## config.mk

```make
export PLATFORM = sky130hd
export DESIGN_NAME = gbtp_div_pipe
export DESIGN_NICKNAME = d
export VERILOG_FILES = /design/src/gradient_bar_test_pattern_assert.svh /design/src/gbtp_pkg.sv /design/src/gbtp_div_pipe.sv
export SDC_FILE = /design/constraint.sdc
export NUM_CORES = 2
export LEC_CHECK = 0
export ABC_AREA = 1
export BUFFER_PORTS_ARGS = -buffer_cell sky130_fd_sc_hd__buf_2
export CAP_MARGIN = 15
export CORE_UTILIZATION = 45
export CTS_CLUSTER_SIZE = 16
export DETAILED_ROUTE_END_ITERATION = 7
export GPL_ROUTABILITY_DRIVEN = 0
export PLACE_DENSITY_LB_ADDON = 0.12
export SLEW_MARGIN = 5
export SYNTH_ARGS = -nofsm -noshare
export SYNTH_HDL_FRONTEND = slang
export SYNTH_SLANG_ARGS = --single-unit
```

## constraint.sdc

```tcl
create_clock -name clock -period 1.7 [get_ports clock]
set_input_delay 0.255 -clock clock [delete_from_list [all_inputs] [get_ports clock]]
set_output_delay 0.255 -clock clock [all_outputs]
set_load 0.05 [all_outputs]
```

## src/gradient_bar_test_pattern_assert.svh

```systemverilog
// ---------------------------------------------------------------------------
// Assertion macros for the gradient bar test pattern
// Both macros sample on clock and are disabled while reset is high.
// ---------------------------------------------------------------------------
`ifndef GRADIENT_BAR_TEST_PATTERN_ASSERT_SVH
`define GRADIENT_BAR_TEST_PATTERN_ASSERT_SVH

// condition holds in the same cycle as the trigger
`define GBTP_ASSERT_NOW(label, ante, cons, msg) \
   label: assert property (@(posedge clock) disable iff (reset) (ante) |-> (cons)) \
      else $error(msg);

// condition holds in the cycle after the trigger
`define GBTP_ASSERT_NEXT(label, ante, cons, msg) \
   label: assert property (@(posedge clock) disable iff (reset) (ante) |=> (cons)) \
      else $error(msg);

`endif

```

## src/gbtp_pkg.sv

```systemverilog
// ---------------------------------------------------------------------------
// gbtp_pkg: shared types and constants
// Widths, register indexes, beat payloads and pipeline link types.
// ---------------------------------------------------------------------------
package gbtp_pkg;

   // basic widths
   localparam int COORD_BITS = 12;
   localparam int LEVEL_BITS = 16;
   localparam int STEP_BITS  = 5;
   localparam int TIME_BITS  = 16;
   localparam int DIM_BITS   = COORD_BITS + 1;
   localparam int POS_BITS   = COORD_BITS + STEP_BITS;
   localparam int BW_BITS    = DIM_BITS - 4;
   localparam int SPAN_BITS  = DIM_BITS - 3;
   localparam int PROD_BITS  = TIME_BITS + SPAN_BITS;

   // divider geometry: bar quotient stays below 2^TIME_BITS / 8
   localparam int DIV_BITS   = DIM_BITS + 1;
   localparam int BAR_Q_BITS = TIME_BITS - 3;
   localparam int DIV_STEPS  = (LEVEL_BITS > BAR_Q_BITS) ? LEVEL_BITS : BAR_Q_BITS;
   localparam int DVD_BITS   = DIV_STEPS + DIV_BITS;

   localparam int BAR_MIN = 2;
   localparam logic [LEVEL_BITS-1:0] LEVEL_MAX = '1;

   // configuration port
   localparam int CSR_IDX_BITS  = 3;
   localparam int CSR_DATA_BITS = (TIME_BITS > DIM_BITS) ? TIME_BITS : DIM_BITS;

   localparam logic [CSR_IDX_BITS-1:0] CSR_FULL_WIDTH  = CSR_IDX_BITS'(0);
   localparam logic [CSR_IDX_BITS-1:0] CSR_FULL_HEIGHT = CSR_IDX_BITS'(1);
   localparam logic [CSR_IDX_BITS-1:0] CSR_REGION_LEFT = CSR_IDX_BITS'(2);
   localparam logic [CSR_IDX_BITS-1:0] CSR_REGION_TOP  = CSR_IDX_BITS'(3);
   localparam logic [CSR_IDX_BITS-1:0] CSR_SAMPLE_STEP = CSR_IDX_BITS'(4);
   localparam logic [CSR_IDX_BITS-1:0] CSR_TIME_STEP   = CSR_IDX_BITS'(5);

   // divider lanes
   localparam int NUM_LANES = 3;
   localparam int LANE_RED  = 0;
   localparam int LANE_GRN  = 1;
   localparam int LANE_BAR  = 2;

   typedef struct packed {
      logic [DIM_BITS-1:0]   full_width;
      logic [DIM_BITS-1:0]   full_height;
      logic [COORD_BITS-1:0] region_left;
      logic [COORD_BITS-1:0] region_top;
      logic [STEP_BITS-1:0]  sample_step;
      logic [TIME_BITS-1:0]  time_step;
   } cfg_type;

   localparam cfg_type CFG_RESET = '{
      full_width:  DIM_BITS'(1920),
      full_height: DIM_BITS'(1080),
      region_left: '0,
      region_top:  '0,
      sample_step: STEP_BITS'(1),
      time_step:   '0
   };

   typedef struct packed {
      logic [COORD_BITS-1:0] pix_col;
      logic [COORD_BITS-1:0] pix_row;
   } req_type;

   typedef struct packed {
      logic [LEVEL_BITS-1:0] red_level;
      logic [LEVEL_BITS-1:0] green_level;
      logic                  blue_on;
      logic                  alpha_on;
   } rsp_type;

   // one divider lane: partial remainder, dividend bits / quotient bits, divisor
   typedef struct packed {
      logic [DIV_BITS-1:0]  rem;
      logic [DIV_STEPS-1:0] lq;
      logic [DIV_BITS-1:0]  dsr;
   } lane_type;

   typedef lane_type [NUM_LANES-1:0] lane_vec_type;

   // per-pixel data that rides alongside the dividers
   typedef struct packed {
      logic [POS_BITS-1:0] xpos;
      logic                red_zero;
      logic                red_sat;
      logic                grn_zero;
      logic                grn_sat;
   } side_type;

   typedef struct packed {
      logic         valid;
      side_type     side;
      lane_vec_type lanes;
   } link_type;

   // bar width: a sixteenth of the image, at least two pixels
   function automatic logic [BW_BITS-1:0] bar_width(input logic [DIM_BITS-1:0] width);
      logic [BW_BITS-1:0] sixteenth;
      sixteenth = width[DIM_BITS-1:4];
      return (sixteenth < BW_BITS'(BAR_MIN)) ? BW_BITS'(BAR_MIN) : sixteenth;
   endfunction

endpackage

```

## src/gbtp_div_pipe.sv

```systemverilog
// ---------------------------------------------------------------------------
// gbtp_div_pipe: pipelined restoring divider, three lanes
// One quotient bit per stage for red, green and the bar position modulo.
// ---------------------------------------------------------------------------
module gbtp_div_pipe (
   input  logic               clock,
   input  logic               reset,
   input  logic               advance,
   input  gbtp_pkg::link_type stage_in,
   output gbtp_pkg::link_type stage_out
);

   localparam int Steps   = gbtp_pkg::DIV_STEPS;
   localparam int DivBits = gbtp_pkg::DIV_BITS;

   logic [Steps-1:0]       valid_ff;
   logic [Steps-1:0]       valid_in;
   gbtp_pkg::side_type     side_ff  [Steps];
   gbtp_pkg::side_type     side_in  [Steps];
   gbtp_pkg::lane_vec_type lanes_ff [Steps];
   gbtp_pkg::lane_vec_type lanes_in [Steps];

   // one compare-subtract step; next dividend bit enters from the top of lq
   function automatic gbtp_pkg::lane_type div_step(input gbtp_pkg::lane_type cur);
      logic [DivBits:0]   trial;
      gbtp_pkg::lane_type nxt;
      trial = {cur.rem, cur.lq[Steps-1]};
      nxt   = cur;
      if (trial >= {1'b0, cur.dsr}) begin
         nxt.rem = DivBits'(trial - {1'b0, cur.dsr});
         nxt.lq  = {cur.lq[Steps-2:0], 1'b1};
      end else begin
         nxt.rem = trial[DivBits-1:0];
         nxt.lq  = {cur.lq[Steps-2:0], 1'b0};
      end
      return nxt;
   endfunction

   // next values for every stage
   always_comb begin
      valid_in   = {valid_ff[Steps-2:0], stage_in.valid};
      side_in[0] = stage_in.side;
      for (int l = 0; l < gbtp_pkg::NUM_LANES; l++) begin
         lanes_in[0][l] = div_step(stage_in.lanes[l]);
      end
      for (int s = 1; s < Steps; s++) begin
         side_in[s] = side_ff[s-1];
         for (int l = 0; l < gbtp_pkg::NUM_LANES; l++) begin
            lanes_in[s][l] = div_step(lanes_ff[s-1][l]);
         end
      end
   end

   // valid bits
   always_ff @(posedge clock) begin
      if (reset) begin
         valid_ff <= '0;
      end else if (advance) begin
         valid_ff <= valid_in;
      end
   end

   // stage payload
   always_ff @(posedge clock) begin
      if (advance) begin
         for (int s = 0; s < Steps; s++) begin
            side_ff[s]  <= side_in[s];
            lanes_ff[s] <= lanes_in[s];
         end
      end
   end

   always_comb begin
      stage_out.valid = valid_ff[Steps-1];
      stage_out.side  = side_ff[Steps-1];
      stage_out.lanes = lanes_ff[Steps-1];
   end

endmodule

```

# Word-level counts from Yosys, hierarchy flattened

Memories as Yosys holds them, arrays and structs flattened.
Index checks and enable logic that the tools add are counted.

Register bits after elaboration: 16
ROM bits: 0
Memories kept: 2
Output and inout port bits: 154
Latch bits: 0
Memory bits (writable): 2448
Input bits: 157
Logic and storage cells: 149

Equality and inequality tests: 0
Shift-type cells: 0
Multipliers: 0
Bitwise gates (word level): 0
Reduce and logical (&&, ||, !) cells: 0
$add $sub $neg: 48
$lt $le $gt $ge: 48
Div/mod/pow operators: 0
Mux-type cells: 50

Memories:

| memory   | words | bits a word | read ports | clocked after Yosys merged registers in | wr ports | line                | text |
|---|---|---|---|---|---|---|---|
| lanes_ff | 16    | 132         | 16         | 0                                       | 16       | gbtp_div_pipe.sv:20 | `gbtp_pkg::lane_vec_type lanes_ff [Steps];` |
| side_ff  | 16    | 21          | 16         | 0                                       | 16       | gbtp_div_pipe.sv:18 | `gbtp_pkg::side_type side_ff [Steps];` |

Operators with widths:

| kind                                         | number |
|---|---|
| 2-to-1 mux 30 bit                            | 48 |
| greater-or-equal comparator 15 x 14 -> 1 bit | 48 |
| subtractor 14 bit                            | 48 |
| 2-to-1 mux 1 bit                             | 2 |

# Depth between registers and ports, before layout

Depth in word-level cells: 2
Depth in mapped cells: 14

# Worst setup path before layout

OpenSTA, ideal clock, no wires.

Kind: register to register
From: memory lanes_ff[1][779] (netlist bit)
To: memory lanes_ff[1][911] (netlist bit) (data pin)
Data required time: 1.447 ns
Path buffers: 1
Setup time: 0.253 ns
Period minus slack after synthesis: 1.870 ns
Data arrival time: 1.616 ns
Stages on the path, launching flop included: 10
Setup slack: -0.170 ns
Cells stage by stage: edfxtp_1 -> ha_1 -> or2_1 -> nand3_1 -> nand2_1 -> nand2_2 -> nand3_4 -> buf_8 -> nand2_1 -> o21ai_2

RTL lines:

| item            | line |
|---|---|
| start, declared | gbtp_div_pipe.sv:20 |

==> results_tabular.tex <==
\begin{tabular}{lr}
\hline
Metric & Value \\
\hline
\multicolumn{2}{l}{\textbf{Placed design}} \\
Number of buffers inserted by port buffering & just over 300 \\
Detailed-placement wirelength estimate & between 200000 and 250000 um \\
Pre-CTS setup slack & -0.421 ns \\
\multicolumn{2}{l}{\textbf{Clock tree}} \\
Clock Sinks & between 2000 and 2500 \\
CTS Buf Count & between 200 and 300 \\
Max clock buf depth & 4 \\
CTS root buf & sky130\_fd\_sc\_hd\_\_clkbuf\_16 \\
Number of H-tree levels & 5 \\
Worst-skew pair later-pin latency & between 0.9 and 1 ns \\
Clock transition at the registers of the reported paths & 0.06 ns \\
Clock tree from TritonCTS & done \\
\multicolumn{2}{l}{\textbf{Global route}} \\
Number of global-route vias before repair & $\sim$110k \\
All-Layer GR Usage & about a fifth \\
Pin count of the biggest net entering global routing & 101 \\
Total congestion overflow after global routing & 0 \\
Number of antenna violations at the first check in global routing & 1 \\
Wire length of the first global-routing pass & between 500000 and 600000 um \\
\multicolumn{2}{l}{\textbf{Logic synthesis}} \\
Post-synthesis mux area share & 0\% \\
Total nets after synthesis & roughly 14000 \\
Share of async-settable or async-resettable flops after synthesis & 0\% \\
Simple-gate share of the synthesized area & 21.1\% \\
Mapped Area & about 130000 um2 \\
Flop and latch count out of synthesis & $\sim$2500 \\
Most area-hungry cell type in the Yosys netlist & sky130\_fd\_sc\_hd\_\_edfxtp\_1 \\
Compound-gate portion of the synthesized area & under 10\% \\
Portion of the post-synthesis area used by sequential elements & 55.7\% \\
Prevailing post-synth register cell & sky130\_fd\_sc\_hd\_\_edfxtp\_1 \\
Parity-gate share of the synthesized area counting xor and xnor cells & under 10\% \\
Top cells by area, synth & sky130\_fd\_sc\_hd\_\_edfxtp\_1, sky130\_fd\_sc\_hd\_\_nand2\_1, sky130\_fd\_sc\_hd\_\_inv\_1, sky130\_fd\_sc\_hd\_\_ha\_1, sky130\_fd\_sc\_hd\_\_nand3\_1 \\
Combinational family with the most area after synthesis & simple AND/OR/NAND/NOR gates \\
Synth Area per Inst & 9.92 um2 \\
Fraction of post-synthesis cell area in the top cell type by area & roughly 55\% \\
Synth cell types & 42 \\
Cells after synthesis & around 13000 \\
Share of synthesized cell area in full adder, half adder and majority cells & 7.52\% \\
Count of flip-flops with a built-in enable after synthesis & between 2000 and 2500 \\
Count of warnings emitted by yosys & 0 \\
\multicolumn{2}{l}{\textbf{STA}} \\
Final Cycle Share & 120\% \\
Final Critical Period & between 2 and 2.5 ns \\
Worst slew margin & 28.7\% \\
Min setup slack post-route & -0.336 ns \\
Slew at the pin closest to its max-slew limit & between 1 and 1.5 ns \\
Final Setup Violations & approximately 1300 \\
Maximum clock skew at final layout & between 0.04 and 0.05 ns \\
Total count of hold-check failures in the final report & 0 \\
Setup repair after global routing missed its margin & yes \\
Max Slew Vio Count & 0 \\
Max Freq & between 400 and 500 MHz \\
\multicolumn{2}{l}{\textbf{Finish}} \\
Area growth syn-to-layout & 48.5\% \\
Filler Cells Inserted & approximately 21000 \\
Area taken by multi-input logic gates & around 62000 um2 \\
Layout net count & around 19000 \\
Register area & around 74000 um2 \\
Fraction of layout cells with a size suffix above 1 & 46.8\% \\
\multicolumn{2}{l}{\textbf{Worst hold path}} \\
Hold Startpoint & advance \\
Capture endpoint of the worst hold path & lanes\_ff[0][396] \\
Min-delay worst type & in -> reg \\
Worst Hold Depth & 3 \\
\multicolumn{2}{l}{\textbf{Power and ir drop}} \\
Post-layout power & roughly 330 mW \\
Sequential share of power & between 20 and 30\% \\
VDD IR max & around 1.7 mV \\
Cell internal power dissipation & between 200 and 250 mW \\
Total net switching power & between 100 and 150 mW \\
Clock share of power & between 10\% and 20\% \\
Comb pwr share & a little over half \\
Pwr/cell area & approximately 1700 nW/um2 \\
Switch share & between 30\% and 40\% \\
Total leakage power & $\sim$90 nW \\
\multicolumn{2}{l}{\textbf{Worst setup path}} \\
Critical-path cell with the highest stage delay & sky130\_fd\_sc\_hd\_\_edfxtp\_1 \\
Most repeated library cell on the critical path & sky130\_fd\_sc\_hd\_\_buf\_6 \\
Maximum net fanout on the critical path & 7 \\
Worst reg2reg path startpoint & lanes\_ff[0][914] \\
Worst stage delay on the critical path & $\sim$0.43 ns \\
Startpoint Class & flop \\
Length in cells of the worst reg-to-reg path & 8 \\
Critical Setup Path Class & reg -> reg \\
Data arrival time of the critical path & roughly 2.7 ns \\
Critical path, cell by cell & ha\_4, buf\_6, nand2\_4, nor2\_4, nand4\_4, nand3\_4, buf\_6, o21ai\_4 \\
Register-to-register setup slack & -0.34 ns \\
Endpoint class of the critical path & flop \\
Required time reported for the critical path endpoint & about 2.3 ns \\
Reg-to-reg endpoint & lanes\_ff[0][1045] \\
\multicolumn{2}{l}{\textbf{Floorplan}} \\
Initial Utilization & 45.4\% \\
Core Footprint & around 300000 um2 \\
Site row count & about 200 \\
Number of primary I/O pins & between 300 and 400 \\
DIE HEIGHT & roughly 540 um \\
Total Die Area & slightly below 300000 um2 \\
Die Wd & approximately 540 um \\
\multicolumn{2}{l}{\textbf{Drt}} \\
Final routed wire length divided by cell count & $\sim$15 um \\
Wire length reported by the detailed router & between 300000 and 400000 um \\
First-pass iteration count of the detailed router & 8 \\
DRT antenna net count & 0 \\
Wire length on met3 & around 11000 um \\
Number of violations reported at the end of detailed-routing iteration 0 & around 5100 \\
Length of routed met2 wiring & 175000 um \\
Max layer used & met4 \\
DRC errors left & 0 \\
Via count & $\sim$110k \\
Detail-routed via count per cell & between 4 and 5 \\
Sum of routed wire segments on met1 & between 100000 and 150000 um \\
\multicolumn{2}{l}{\textbf{Status}} \\
Run status & finished with violations \\
Failing checks & negative setup slack \\
\multicolumn{2}{l}{\textbf{Job}} \\
Number of max-cap violations & 0 \\
\hline
\end{tabular}
==> sequential cells by signal, summed over array words and instances (netlist names) <==
| register | count |
|---|---|
| side_ff | 336 |
| lanes_ff | 2112 |
| valid_ff | 16 |
==> worst max path at each step <==
stage / slack (ns) / cells after the start / endpoint / startpoint
3_3_place_gp: -0.35 / 12 / lanes_ff[0][130] / stage_in[117]
3_5_place_dp: -0.42 / 9 / lanes_ff[0][834] / lanes_ff[0][660]
2_1_floorplan: -0.14 / 13 / lanes_ff[0][692] / lanes_ff[0][559]
6_report: -0.34 / 8 / lanes_ff[0][1045] / lanes_ff[0][914]
4_1_cts: -0.29 / 10 / lanes_ff[0][1043] / lanes_ff[0][921]
5_1_grt: -0.40 / 10 / lanes_ff[0][784] / lanes_ff[0][650]
==> Yosys cell counts (all sizes together) (9+ instances only) <==
master and n:
o21bai 21, a21oi 294, dfxtp 16, edfxtp 2448
ha 720, xor2 259, nand3 768, or2 23
inv 2762, nand3b 49, xnor2 77, a21o 27
fa 48, nor3 9, buf 252, nand2 3964
nor2 670, and2 95, o21ai 411, nand4 456
==> layout make-up <==
cell class | instances | area share (%)
Timing Repair Buffer | 4548 | 18.4
Tap cell | 3900 | 2.48
Inverter | 2762 | 5.27
Antenna cell | 2 | 0.00254
Clock inverter | 157 | 0.798
Sequential cell | 2464 | 37.5
Multi-Input combinational cell | 7940 | 31.7
Clock buffer | 356 | 3.81
==> cell families after synthesis <==
| family | count (synthesis) |
|---|---|
| AND/OR/NAND/NOR | 6034 |
| buffers and inverters | 3018 |
| flip-flops | 2464 |
| adder cells (fa/ha/maj) | 768 |
| AO/OA/AOI/OAI | 753 |
| XOR/XNOR | 336 |
==> placed cells by master, fill, tap and decap left out, types with 21 or more instances in the layout <==
master                             n
sky130_fd_sc_hd__nor2_4          182
sky130_fd_sc_hd__nand2_1        2753
sky130_fd_sc_hd__fa_2             46
sky130_fd_sc_hd__inv_1          2220
sky130_fd_sc_hd__nand4_1         422
sky130_fd_sc_hd__o21ai_1         168
sky130_fd_sc_hd__a21oi_2         105
sky130_fd_sc_hd__and2_4           45
sky130_fd_sc_hd__dlygate4sd3_1   178
sky130_fd_sc_hd__nor2_2          155
sky130_fd_sc_hd__clkbuf_16       305
sky130_fd_sc_hd__nand3_2         331
sky130_fd_sc_hd__a21oi_4          61
sky130_fd_sc_hd__ha_4            569
sky130_fd_sc_hd__ha_1            146
sky130_fd_sc_hd__buf_2           306
sky130_fd_sc_hd__and2_1           45
sky130_fd_sc_hd__o21ai_2         230
sky130_fd_sc_hd__nand4_4          31
sky130_fd_sc_hd__or2_4            22
sky130_fd_sc_hd__buf_6           199
sky130_fd_sc_hd__a21oi_1         128
sky130_fd_sc_hd__a21o_1           27
sky130_fd_sc_hd__clkbuf_1         65
sky130_fd_sc_hd__buf_12          104
sky130_fd_sc_hd__xnor2_1          73
sky130_fd_sc_hd__clkinv_2         47
sky130_fd_sc_hd__edfxtp_1       2448
sky130_fd_sc_hd__clkinv_1         45
sky130_fd_sc_hd__o21bai_1         21
sky130_fd_sc_hd__nand3_4         178
sky130_fd_sc_hd__nand3b_1         49
sky130_fd_sc_hd__inv_2           539
sky130_fd_sc_hd__xor2_1          254
sky130_fd_sc_hd__nand3_1         308
sky130_fd_sc_hd__nand2_2         960
sky130_fd_sc_hd__nor2_1          333
sky130_fd_sc_hd__nand2_4         241
sky130_fd_sc_hd__buf_4          3733
==> power by group through the flow <==
stage               clock network, mW  logic [mW]  registers (mW)
global placement                    0         140            92.7
detailed placement                  0         143            93.0
floorplan                           0        89.8            89.9
finish                           59.4         177            92.1
CTS                              61.4         156            92.0
global route                     63.6         193            93.1
==> metrics by stage <==
step,hold WS [ns],cell area (um2),instances,util (%),setup TNS [ns]
floorplan,0.354,140000,13373,-,-34.22
detailed placement,0.405,170000,20555,58.1,-171.52
global placement,0.400,170000,20555,58.1,-148.44
CTS,0.00119,187000,21614,64.0,-150.19
finish,0.0570,197000,22129,67.4,-160.59
global route,0.0291,197000,22128,67.4,-226.87
==> layer usage <==
layer,GRT usage [%],vias to the layer above
li1,-,52759
met1,24.3,49848
met2,39.2,2072
met3,2.74,923
met4,9.71,0
met5,0,-
==> worst max-delay path, delay by kind of cell, from the launching register on <==
family / cells / cell delay (ns)
buf+inv: 2 / 0.28
fa+ha+maj: 1 / 0.32
flops: 1 / 0.43
compound gates: 1 / 0.08
simple gates: 4 / 0.63
==> timing repair <==
item | CTS | global route
hold buffers | 179 | 0
resized for setup | 849 | 1594
pin swaps | 404 | 779
gates cloned | 46 | 26
endpoints found under the setup margin | 829 | 1343
setup buffers | 323 | 496
endpoints found under the hold margin | 279 | 0
Note: power is estimated with default switching activity, not from simulation.
