--- src/gradient_bar_test_pattern_assert.svh ---
// ---------------------------------------------------------------------------
// Assertion macros for the gradient bar test pattern
// Both macros sample on clock and are disabled while reset is high.
// ---------------------------------------------------------------------------
`ifndef GRADIENT_BAR_TEST_PATTERN_ASSERT_SVH
`define GRADIENT_BAR_TEST_PATTERN_ASSERT_SVH

// condition holds in the same cycle as the trigger
`define GBTP_ASSERT_NOW(label, ante, cons, msg) \
   label: assert property (@(posedge clock) disable iff (reset) (ante) |-> (cons)) \
      else $error(msg);

// condition holds in the cycle after the trigger
`define GBTP_ASSERT_NEXT(label, ante, cons, msg) \
   label: assert property (@(posedge clock) disable iff (reset) (ante) |=> (cons)) \
      else $error(msg);

`endif

--- src/gbtp_pkg.sv ---
// ---------------------------------------------------------------------------
// gbtp_pkg: shared types and constants
// Widths, register indexes, beat payloads and pipeline link types.
// ---------------------------------------------------------------------------
package gbtp_pkg;

   // basic widths
   localparam int COORD_BITS = 12;
   localparam int LEVEL_BITS = 16;
   localparam int STEP_BITS  = 5;
   localparam int TIME_BITS  = 16;
   localparam int DIM_BITS   = COORD_BITS + 1;
   localparam int POS_BITS   = COORD_BITS + STEP_BITS;
   localparam int BW_BITS    = DIM_BITS - 4;
   localparam int SPAN_BITS  = DIM_BITS - 3;
   localparam int PROD_BITS  = TIME_BITS + SPAN_BITS;

   // divider geometry: bar quotient stays below 2^TIME_BITS / 8
   localparam int DIV_BITS   = DIM_BITS + 1;
   localparam int BAR_Q_BITS = TIME_BITS - 3;
   localparam int DIV_STEPS  = (LEVEL_BITS > BAR_Q_BITS) ? LEVEL_BITS : BAR_Q_BITS;
   localparam int DVD_BITS   = DIV_STEPS + DIV_BITS;

   localparam int BAR_MIN = 2;
   localparam logic [LEVEL_BITS-1:0] LEVEL_MAX = '1;

   // configuration port
   localparam int CSR_IDX_BITS  = 3;
   localparam int CSR_DATA_BITS = (TIME_BITS > DIM_BITS) ? TIME_BITS : DIM_BITS;

   localparam logic [CSR_IDX_BITS-1:0] CSR_FULL_WIDTH  = CSR_IDX_BITS'(0);
   localparam logic [CSR_IDX_BITS-1:0] CSR_FULL_HEIGHT = CSR_IDX_BITS'(1);
   localparam logic [CSR_IDX_BITS-1:0] CSR_REGION_LEFT = CSR_IDX_BITS'(2);
   localparam logic [CSR_IDX_BITS-1:0] CSR_REGION_TOP  = CSR_IDX_BITS'(3);
   localparam logic [CSR_IDX_BITS-1:0] CSR_SAMPLE_STEP = CSR_IDX_BITS'(4);
   localparam logic [CSR_IDX_BITS-1:0] CSR_TIME_STEP   = CSR_IDX_BITS'(5);

   // divider lanes
   localparam int NUM_LANES = 3;
   localparam int LANE_RED  = 0;
   localparam int LANE_GRN  = 1;
   localparam int LANE_BAR  = 2;

   typedef struct packed {
      logic [DIM_BITS-1:0]   full_width;
      logic [DIM_BITS-1:0]   full_height;
      logic [COORD_BITS-1:0] region_left;
      logic [COORD_BITS-1:0] region_top;
      logic [STEP_BITS-1:0]  sample_step;
      logic [TIME_BITS-1:0]  time_step;
   } cfg_type;

   localparam cfg_type CFG_RESET = '{
      full_width:  DIM_BITS'(1920),
      full_height: DIM_BITS'(1080),
      region_left: '0,
      region_top:  '0,
      sample_step: STEP_BITS'(1),
      time_step:   '0
   };

   typedef struct packed {
      logic [COORD_BITS-1:0] pix_col;
      logic [COORD_BITS-1:0] pix_row;
   } req_type;

   typedef struct packed {
      logic [LEVEL_BITS-1:0] red_level;
      logic [LEVEL_BITS-1:0] green_level;
      logic                  blue_on;
      logic                  alpha_on;
   } rsp_type;

   // one divider lane: partial remainder, dividend bits / quotient bits, divisor
   typedef struct packed {
      logic [DIV_BITS-1:0]  rem;
      logic [DIV_STEPS-1:0] lq;
      logic [DIV_BITS-1:0]  dsr;
   } lane_type;

   typedef lane_type [NUM_LANES-1:0] lane_vec_type;

   // per-pixel data that rides alongside the dividers
   typedef struct packed {
      logic [POS_BITS-1:0] xpos;
      logic                red_zero;
      logic                red_sat;
      logic                grn_zero;
      logic                grn_sat;
   } side_type;

   typedef struct packed {
      logic         valid;
      side_type     side;
      lane_vec_type lanes;
   } link_type;

   // bar width: a sixteenth of the image, at least two pixels
   function automatic logic [BW_BITS-1:0] bar_width(input logic [DIM_BITS-1:0] width);
      logic [BW_BITS-1:0] sixteenth;
      sixteenth = width[DIM_BITS-1:4];
      return (sixteenth < BW_BITS'(BAR_MIN)) ? BW_BITS'(BAR_MIN) : sixteenth;
   endfunction

endpackage

--- src/gbtp_front.sv ---
// ---------------------------------------------------------------------------
// gbtp_front: coordinate mapping and divider setup
// Stage A maps the pixel to full-resolution space; stage B forms the
// dividends, divisors and edge flags for the divider lanes.
// ---------------------------------------------------------------------------
module gbtp_front (
   input  logic               clock,
   input  logic               reset,
   input  logic               advance,
   input  gbtp_pkg::cfg_type  cfg,
   input  logic               req_valid,
   input  gbtp_pkg::req_type  req_data,
   output gbtp_pkg::link_type stage_out
);

   localparam int PosBits  = gbtp_pkg::POS_BITS;
   localparam int DimBits  = gbtp_pkg::DIM_BITS;
   localparam int DvdBits  = gbtp_pkg::DVD_BITS;
   localparam int DivBits  = gbtp_pkg::DIV_BITS;
   localparam int Steps    = gbtp_pkg::DIV_STEPS;
   localparam int ProdBits = gbtp_pkg::PROD_BITS;

   // stage A
   logic               map_valid_ff;
   logic [PosBits-1:0] xpos_ff, xpos_in;
   logic [PosBits-1:0] ypos_ff, ypos_in;

   // stage B
   logic                   setup_valid_ff;
   gbtp_pkg::side_type     side_ff, side_in;
   gbtp_pkg::lane_vec_type lanes_ff, lanes_in;

   logic [DimBits-1:0]         wden, hden;
   logic [ProdBits-1:0]        bar_prod;
   logic [DivBits-1:0]         bar_mod;
   logic [gbtp_pkg::SPAN_BITS-1:0] bar_span;

   // gradient lane: (2*pos*LMAX + den) / (2*den), pos below den
   function automatic gbtp_pkg::lane_type grad_lane(input logic [PosBits-1:0] pos,
                                                    input logic [DimBits-1:0] dim);
      logic [DimBits-1:0] den;
      logic [DvdBits-1:0] pos_w;
      logic [DvdBits-1:0] num;
      gbtp_pkg::lane_type lane;
      den   = dim - DimBits'(1);
      pos_w = DvdBits'(pos[DimBits-1:0]);
      num   = (pos_w << (gbtp_pkg::LEVEL_BITS + 1)) - (pos_w << 1) + DvdBits'(den);
      lane.rem = num[DvdBits-1:Steps];
      lane.lq  = num[Steps-1:0];
      lane.dsr = {den, 1'b0};
      return lane;
   endfunction

   // stage A: X = left + col * step, Y = top + row * step
   always_comb begin
      xpos_in = PosBits'(cfg.region_left)
              + PosBits'(req_data.pix_col) * PosBits'(cfg.sample_step);
      ypos_in = PosBits'(cfg.region_top)
              + PosBits'(req_data.pix_row) * PosBits'(cfg.sample_step);
   end

   always_ff @(posedge clock) begin
      if (reset) begin
         map_valid_ff <= 1'b0;
      end else if (advance) begin
         map_valid_ff <= req_valid;
      end
   end

   always_ff @(posedge clock) begin
      if (advance) begin
         xpos_ff <= xpos_in;
         ypos_ff <= ypos_in;
      end
   end

   // stage B: edge flags and divider operands
   always_comb begin
      wden     = cfg.full_width - DimBits'(1);
      hden     = cfg.full_height - DimBits'(1);
      bar_span = cfg.full_width[DimBits-1:3];
      bar_prod = ProdBits'(cfg.time_step) * ProdBits'(bar_span);
      bar_mod  = DivBits'(cfg.full_width) + DivBits'(gbtp_pkg::bar_width(cfg.full_width));

      side_in.xpos     = xpos_ff;
      side_in.red_zero = cfg.full_width <= DimBits'(1);
      side_in.red_sat  = xpos_ff >= PosBits'(wden);
      side_in.grn_zero = cfg.full_height <= DimBits'(1);
      side_in.grn_sat  = ypos_ff >= PosBits'(hden);

      lanes_in[gbtp_pkg::LANE_RED] = grad_lane(xpos_ff, cfg.full_width);
      lanes_in[gbtp_pkg::LANE_GRN] = grad_lane(ypos_ff, cfg.full_height);

      // bar start = (time * W/8) mod (W + bar width)
      lanes_in[gbtp_pkg::LANE_BAR].rem = DivBits'(bar_prod[ProdBits-1:Steps]);
      lanes_in[gbtp_pkg::LANE_BAR].lq  = bar_prod[Steps-1:0];
      lanes_in[gbtp_pkg::LANE_BAR].dsr = bar_mod;
   end

   always_ff @(posedge clock) begin
      if (reset) begin
         setup_valid_ff <= 1'b0;
      end else if (advance) begin
         setup_valid_ff <= map_valid_ff;
      end
   end

   always_ff @(posedge clock) begin
      if (advance) begin
         side_ff  <= side_in;
         lanes_ff <= lanes_in;
      end
   end

   always_comb begin
      stage_out.valid = setup_valid_ff;
      stage_out.side  = side_ff;
      stage_out.lanes = lanes_ff;
   end

endmodule

--- config.mk ---
export PLATFORM = sky130hd
export DESIGN_NAME = gbtp_front
export DESIGN_NICKNAME = d
export VERILOG_FILES = /design/src/gradient_bar_test_pattern_assert.svh /design/src/gbtp_pkg.sv /design/src/gbtp_front.sv
export SDC_FILE = /design/constraint.sdc
export NUM_CORES = 1
export LEC_CHECK = 0
export BUFFER_PORTS_ARGS = -buffer_cell sky130_fd_sc_hd__buf_2
export CAP_MARGIN = 20
export CELL_PAD_IN_SITES_DETAIL_PLACEMENT = 1
export CELL_PAD_IN_SITES_GLOBAL_PLACEMENT = 1
export CORE_ASPECT_RATIO = 1.4
export CORE_MARGIN = 2
export CORE_UTILIZATION = 40
export CTS_CLUSTER_SIZE = 28
export DETAILED_ROUTE_END_ITERATION = 8
export GPL_TIMING_DRIVEN = 0
export PLACE_DENSITY = 0.82
export SYNTH_ARGS = -nofsm -noshare
export SYNTH_HDL_FRONTEND = slang
export SYNTH_SLANG_ARGS = --single-unit
--- constraint.sdc ---
create_clock -name clock -period 9 [get_ports clock]
set_input_delay 1.35 -clock clock [delete_from_list [all_inputs] [get_ports clock]]
set_output_delay 1.35 -clock clock [all_outputs]
set_load 0.02 [all_outputs]
* Word-level counts from Yosys, hierarchy flattened
Cells that the tools add are included.
** Storage, ports and cells
- Register bits :: 183
- Output and inout bits :: 154
- Word-level logic and storage cells :: 36
** Operators by class
- Add/sub/neg operators :: 9
- Multiply operators :: 3
- Magnitude comparators :: 5
- Muxes and demuxes :: 1
** Operator list (number)
- $add A30 B13 Y30 :: 2
- $sub A30 B14 Y30 :: 2
- $add A12 B17 Y17 :: 2
- $ge A17 B13 Y1 :: 2
- $mul A12 B5 Y17 :: 2
- $le A13 B1 Y1 const B :: 2
- $mul A16 B10 Y26 :: 1
- $sub A13 B1 Y13 const B :: 2
- $add A13 B9 Y14 :: 1
- $lt A9 B2 Y1 const B :: 1
- $mux W9 :: 1

* Longest topological paths before layout
Gate-level depths: netlist of run 1.
- Depth after elaboration :: 3
- Depth in mapped cells :: 22

* Worst setup path before layout of run 1
Ideal clock, no wire load.
- Path kind :: input to register
- Start point :: input cfg[64] in the netlist's numbering
- End point :: register lanes_ff (netlist bit stage_out[126]) (data pin)
- Library setup time :: 152 ps
- Data arrival time :: 6497 ps
- Data required time :: 8848 ps
- Path slack :: 2351 ps
- Stages :: 18
- Cell sequence :: clkbuf_1 > buf_1 > nand2_1 > fa_1 > inv_1 > fa_1 > fa_1 > fa_1 > inv_1 > fa_1 > inv_1 > ha_1 > nand4_1 > or3_1 > o211ai_1 > nor3_1 > or4_1 > a31oi_1
** On the way
- Cells in the longest elaborated chain, start to end :: 1
** Ends and longest elaborated chain
- start, declared :: RTL line gbtp_front.sv:10 : input gbtp_pkg::cfg_type cfg,
- $mul A16 B10 Y26 :: RTL line gbtp_front.sv:82 : bar_prod = ProdBits'(cfg.time_step) * ProdBits'(bar_span);
- named net bar_prod[24] :: RTL line gbtp_front.sv:34 : logic [ProdBits-1:0] bar_prod;
- end signal, assigned :: RTL line gbtp_front.sv:111 : lanes_ff <= lanes_in;
- end, declared :: RTL line gbtp_front.sv:31 : gbtp_pkg::lane_vec_type lanes_ff, lanes_in;
The timed path passes the listed nets, and every way through them passes these cells.
A chain may end at the register's enable or synchronous reset.

* Worst setup path in the final report of run 1
- Start point :: input cfg[67] in the netlist's numbering
- End point :: register lanes_ff (netlist bit stage_out[125]) (data pin)
Same word-level chain as after synthesis.

==> results_dict.tcl, run 1 <==
set metrics [dict create \
    initial_core_util 0.407 \
    synth_edf_count 179 \
    hold_violations 0 \
    skew_ns 0.0160 \
    pin_count 253 \
    fp.dieArea_um2 46700 \
    wl_met3_mm 1.84 \
    place.detailed.hpwl_mm 42.1 \
    yosys_warnings 0 \
    port_buffers 231 \
    p_leak_nw 9.56 \
    core_um2 44200 \
    power_density_nw_per_um2 295 \
    htree_num_levels 4 \
    grt-ovfl-total 0 \
    tns_ns 0 \
    async_flop_share 0 \
    clock_latency_ns 0.46 \
    ctsRootBufferMaster "clkbuf_16" \
    met1_length_mm 19.3 \
    grt_pass1_wl_mm 82.5 \
    cts_resized 0 \
    crit_type "input pin to flip-flop" \
    swShare 0.467 \
    totalWireLength_mm 52.0 \
    place_congestion 0.895 \
    fin_crit_sh 0.856 \
    numCtsBuffers 17 \
    grt_max_degree 131 \
    instances_no_fill 2612 \
    tightest_slew_ns 0.874 \
    fillers 5066 \
    pwr-share-clk 0.127 \
    layout-drive-gt1-share 0.141 \
    synthFlopType "edfxtp_1" \
    slew_headroom 0.414 \
    first_iter_violations 670 \
    ys_types 59 \
    die_y_um 255 \
    combPwrFrac 0.619 \
    cts_sinks 181 \
    wire_per_inst_um 19.9 \
    critPathArrivalTime_ns 7.91 \
    start_kind "input pin" \
    dp.cells 2568 \
    syn2layout_area_growth_pct 14.0 \
    status "finished clean" \
    ys_seq_area_frac 0.301 \
    grt_pass1_vias 15697 \
    vias_per_cell 5.32 \
    netlist_instances 1773 \
    worst_hold_path_type "flip-flop to flip-flop" \
    die_w_um 183 \
    cp_max_fo 10 \
    grt_usage 0.228 \
    slew_violations 0 \
    finalNetCount 2499 \
    required_ns 9.21 \
    peakVddDrop_v 0.000333 \
    vias 13901 \
    rows 91 \
    routed.top_layer "met5" \
    cts_hold_buf 0 \
    rsz0062_at_grt "no" \
    setup_viol 0 \
    wl_met2_mm 27.7 \
    drc 0 \
    mostFrequentLayoutCell "inv_1" \
    avgSynthCellArea_um2 10.1 \
    syn-cell-area_um2 18000 \
    p_seq_frac 0.254 \
    antenna_found_initial 13 \
    maxCapViolCount 0 \
    p_int_w 0.00323 \
    cts_buffer_depth 2 \
    cts_setup_buffers 0 \
    p_sw_w 0.00283 \
    max_freq_mhz 130 \
    synth-seq-cells 181 \
    first_pass_iters 5 \
    min_period_ns 7.70 \
    layout_common_cells "inv_1, buf_2, nand2_1, fa_1, edfxtp_1" \
    endpoint_kind "flip-flop" \
    tritoncts "yes" \
    ant_nets 0 \
    clkTransAtPathRegs_ns 0.09 \
]
## state kept, by name, summed over array words and instances (netlist names)
name and count:
ypos_ff 17, xpos_ff 17, stage_out 145, map_valid_ff 1
setup_valid_ff 1
## power by group through the flow
stage               sequential [W]  combinational (W)  clock [W]
floorplan                  0.00176            0.00243          0
global placement           0.00156            0.00355          0
detailed placement         0.00156            0.00374          0
CTS                        0.00154            0.00377   0.000785
global route               0.00157            0.00421   0.000806
finish                     0.00154            0.00375   0.000770
## layout make-up
type	count	area, um2	area share
multi-input cells	1255	11300	0.550
flip-flops and latches	181	5420	0.264
repair buffers	232	1190	0.0582
inverters	269	1010	0.0492
well taps	558	698	0.0340
clock buffers	17	425	0.0207
plain buffers	73	308	0.0150
clock inverters	15	156	0.00763
diodes	12	30.0	0.00146
## routing by layer
layer,vias up,global-route usage
li1,6349,-
met1,7006,0.249
met2,404,0.423
met3,140,0.0260
met4,2,0.140
met5,-,0
## stage by stage
| stage | cell area (um2) | hold slack, ns | util | power [W] | setup WS, ns |
|---|---|---|---|---|---|
| finish | 20500 | 0.475 | 0.464 | 0.00606 | 1.30 |
| global route | 20500 | 0.486 | 0.464 | 0.00659 | 1.03 |
| detailed placement | 19900 | 0.445 | 0.450 | 0.00530 | 0.788 |
| floorplan | 18000 | 0.427 | - | 0.00419 | 2.35 |
| CTS | 20500 | 0.473 | 0.464 | 0.00610 | 1.27 |
| global placement | 19900 | 0.443 | 0.450 | 0.00511 | 0.908 |
## logic make-up (layout without fill, tap and decap cells)
| logic type | Yosys count | after routing | share of synthesized area |
|---|---|---|---|
| adders and majority gates | 371 | 371 | 0.339 |
| buffers and inverters | 342 | 606 | 0.0732 |
| muxes | 2 | 2 | 0.00111 |
| and+or+nand+nor | 542 | 542 | 0.149 |
| xor gates and xnor gates | 116 | 116 | 0.0565 |
| DFF | 181 | 181 | 0.301 |
| AOI/OAI and AO/OA | 218 | 218 | 0.0796 |
| other | 1 | 18 | 0.000208 |
## synth_stat cells, types with 24 or more instances
cell type	instances	area (um2)
and2_1	130	813
nand2_1	206	773
nor3_1	25	125
a21oi_1	68	340
nand3_1	24	120
o21ai_0	31	155
xor2_1	35	307
clkbuf_1	59	221
fa_1	195	3900
inv_1	269	1010
a21o_1	27	203
ha_1	176	2200
nor2_1	71	267
edfxtp_1	179	5380
xnor2_1	81	709
## critical path: stages
cell      delay [ns]
buf_2           0.13
clkbuf_1        0.57
clkbuf_1        0.50
and2_1          0.25
fa_1            0.42
fa_1            0.50
fa_1            0.55
fa_1            0.58
inv_1           0.07
fa_1            0.54
inv_1           0.04
ha_1            0.35
a21oi_1         0.21
o21ai_0         0.21
a211oi_1        0.74
o31ai_1         0.23
a21oi_1         0.34
o31ai_1         0.13
xor2_1          0.16
## path summary, 6_finish.rpt
| path | startpoint | slack (ns) | to | depth (start not counted) |
|---|---|---|---|---|
| max | cfg[67] | 1.30 | stage_out[125] | 19 |
| min | xpos_ff[13] | 0.48 | stage_out[149] | 0 |
| max reg2reg | xpos_ff[0] | 5.45 | stage_out[37] | 9 |
| min reg2reg | xpos_ff[13] | 0.48 | stage_out[149] | 0 |
Power figures use the tool's default switching activity.
==> run 2: changes to the inputs <==
REMOVE_ABC_BUFFERS = 1   (was default)
==> run 2 against run 1 <==
  * Total power decreased by 1.2%
  * Die area unchanged
  * Critical path depth decreased by 1
  * Critical path type unchanged
  * Flip-flop and latch count unchanged
  * Critical endpoint unchanged
==> results_dict.tcl, run 2 (same netlist as run 1, synthesis figures left out) <==
set metrics [dict create \
    syn2layout_area_growth_pct 13.0 \
    start_kind "input pin" \
    clkTransAtPathRegs_ns 0.08 \
    crit_cells 18 \
    startpoint "cfg[64]" \
    first_iter_violations 589 \
    numCtsBuffers 17 \
    reg2regPathDepth 9 \
    tns_ns 0 \
    p_int_w 0.00322 \
    critPathArrivalTime_ns 6.88 \
    initial_core_util 0.407 \
    endpoint_kind "flip-flop" \
    fillers 5011 \
    rr_startpoint "xpos_ff[0]" \
    combPwrFrac 0.606 \
    path_buf_inv 4 \
    grt_max_degree 103 \
    status "finished clean" \
    swShare 0.463 \
    utilization 0.460 \
    layout_common_cells "inv_1, buf_2, nand2_1, fa_1, edfxtp_1" \
    finalNetCount 2441 \
    whs_ns 0.471 \
    wire_per_inst_um 19.0 \
    tritoncts "yes" \
    required_ns 9.20 \
    setup_viol 0 \
    grt_usage 0.216 \
    layout-drive-gt1-share 0.148 \
    cp_cell_sequence "buf_2 > nand2_1 > fa_1 > inv_1 > fa_1 > fa_1 > fa_1 > inv_1 > fa_1 > inv_1 > ha_1 > a21oi_1 > o21ai_0 > a211oi_1 > o31ai_1 > a21oi_1 > o31ai_1 > xor2_1" \
    htree_num_levels 4 \
    cp_max_fo 23 \
    die_y_um 255 \
    cts_hold_buf 0 \
    rsz0062_at_grt "no" \
    port_buffers 246 \
    slew_violations 0 \
    vias_per_cell 5.32 \
    place.detailed.hpwl_mm 38.6 \
    skew_ns 0.0165 \
    drc 0 \
    place_ws_ns 1.92 \
    cts_setup_buffers 0 \
    fp.dieArea_um2 46700 \
    totalWireLength_mm 48.4 \
    fin_total_pwr_w 0.00599 \
    vias 13570 \
    ant_nets 0 \
    pin_count 253 \
    rows 91 \
    grt_pass1_wl_mm 79.2 \
    grt-ovfl-total 0 \
    clock_latency_ns 0.46 \
    pwr-share-clk 0.131 \
    slew_headroom 0.456 \
    worstSetupEndpoint "stage_out[125]" \
    die_w_um 183 \
    p_leak_nw 9.52 \
    mostFrequentLayoutCell "inv_1" \
    cp_slowest_cell "a211oi_1" \
    crit_type "input pin to flip-flop" \
    first_pass_iters 4 \
    critPathTopFamily "adder cells" \
    slowest_delay_ns 0.64 \
    maxCapViolCount 0 \
    cts_resized 0 \
    p_seq_frac 0.263 \
    largest_reg_flops 145 \
    hold_violations 0 \
    max_freq_mhz 150 \
    core_um2 44200 \
    fin_crit_sh 0.742 \
    crit_top_cell "fa_1" \
    place_congestion 0.863 \
    peakVddDrop_v 0.000213 \
    r2r_slack_ns 5.50 \
    ctsRootBufferMaster "clkbuf_16" \
    cts_buffer_depth 2 \
    antenna_found_initial 9 \
    cts_sinks 181 \
    worst_hold_path_type "flip-flop to flip-flop" \
    p_sw_w 0.00277 \
    worst_slack_ns 2.32 \
    min_period_ns 6.68 \
    grt_pass1_vias 15397 \
    tightest_slew_ns 0.812 \
    power_density_nw_per_um2 295 \
    r2r_end "stage_out[37]" \
]
run 2: changes by cell type in the layout (fill, tap and decap cells not counted), sizes merged:
cell,before,now
buf,246,247
clkinvlp,3,0
clkinv,4,12
clkbuf,76,17
inv,277,272
diode,12,8
run 2: metrics by stage:
step / std cells / area, um2
finish: 2550 / 20300
global placement: 2509 / 19600
CTS: 2542 / 20300
floorplan: 1705 / 17700
detailed placement: 2510 / 19700
global route: 2549 / 20300
run 2: power groups by stage:
| stage | Clock [W] | Combinational [W] | Sequential, W |
|---|---|---|---|
| CTS | 0.000805 | 0.00366 | 0.00157 |
| global route | 0.000834 | 0.00410 | 0.00160 |
| finish | 0.000786 | 0.00363 | 0.00157 |
| global placement | 0 | 0.00346 | 0.00158 |
| detailed placement | 0 | 0.00361 | 0.00159 |
| floorplan | 0 | 0.00238 | 0.00177 |
run 2: area by class of cell:
cell class | instances | area [um2] | area share
antenna | 8 | 20.0 | 0.000985
clock inverter | 15 | 206 | 0.0102
clock buffer | 17 | 425 | 0.0209
sequential | 181 | 5420 | 0.267
multi-input combinational | 1255 | 11300 | 0.555
tap | 558 | 698 | 0.0344
timing repair buffer | 247 | 1270 | 0.0624
inverter | 269 | 1010 | 0.0497
run 2: worst min-delay path by stage:
stage / from / slack [ns] / to / depth (start not counted)
after floorplan: xpos_ff[16] / 0.43 / stage_out[152] / 0
after global placement: xpos_ff[13] / 0.44 / stage_out[149] / 0
after detailed placement: xpos_ff[13] / 0.44 / stage_out[149] / 0
after CTS: xpos_ff[13] / 0.47 / stage_out[149] / 0
after global routing: xpos_ff[13] / 0.48 / stage_out[149] / 0
final: xpos_ff[13] / 0.47 / stage_out[149] / 0
run 2: worst register-to-register path, stage by stage, from the launching register on:
cell and delay [ns]:
edfxtp_1 0.54, inv_1 0.15, ha_1 0.36, o211ai_1 0.26
a21oi_1 0.14, or3_1 0.41, a221oi_1 0.57, o22ai_1 0.41
nor4_1 0.33, xnor2_1 0.10
run 2: layer usage:
metal | share of wire | GRT usage | up-vias
met4 | 0.042 | 0.0987 | 2
li1 | - | - | 6229
met3 | 0.030 | 0.0299 | 108
met1 | 0.39 | 0.242 | 6932
met2 | 0.54 | 0.406 | 299
met5 | 0.00027 | 0 | -
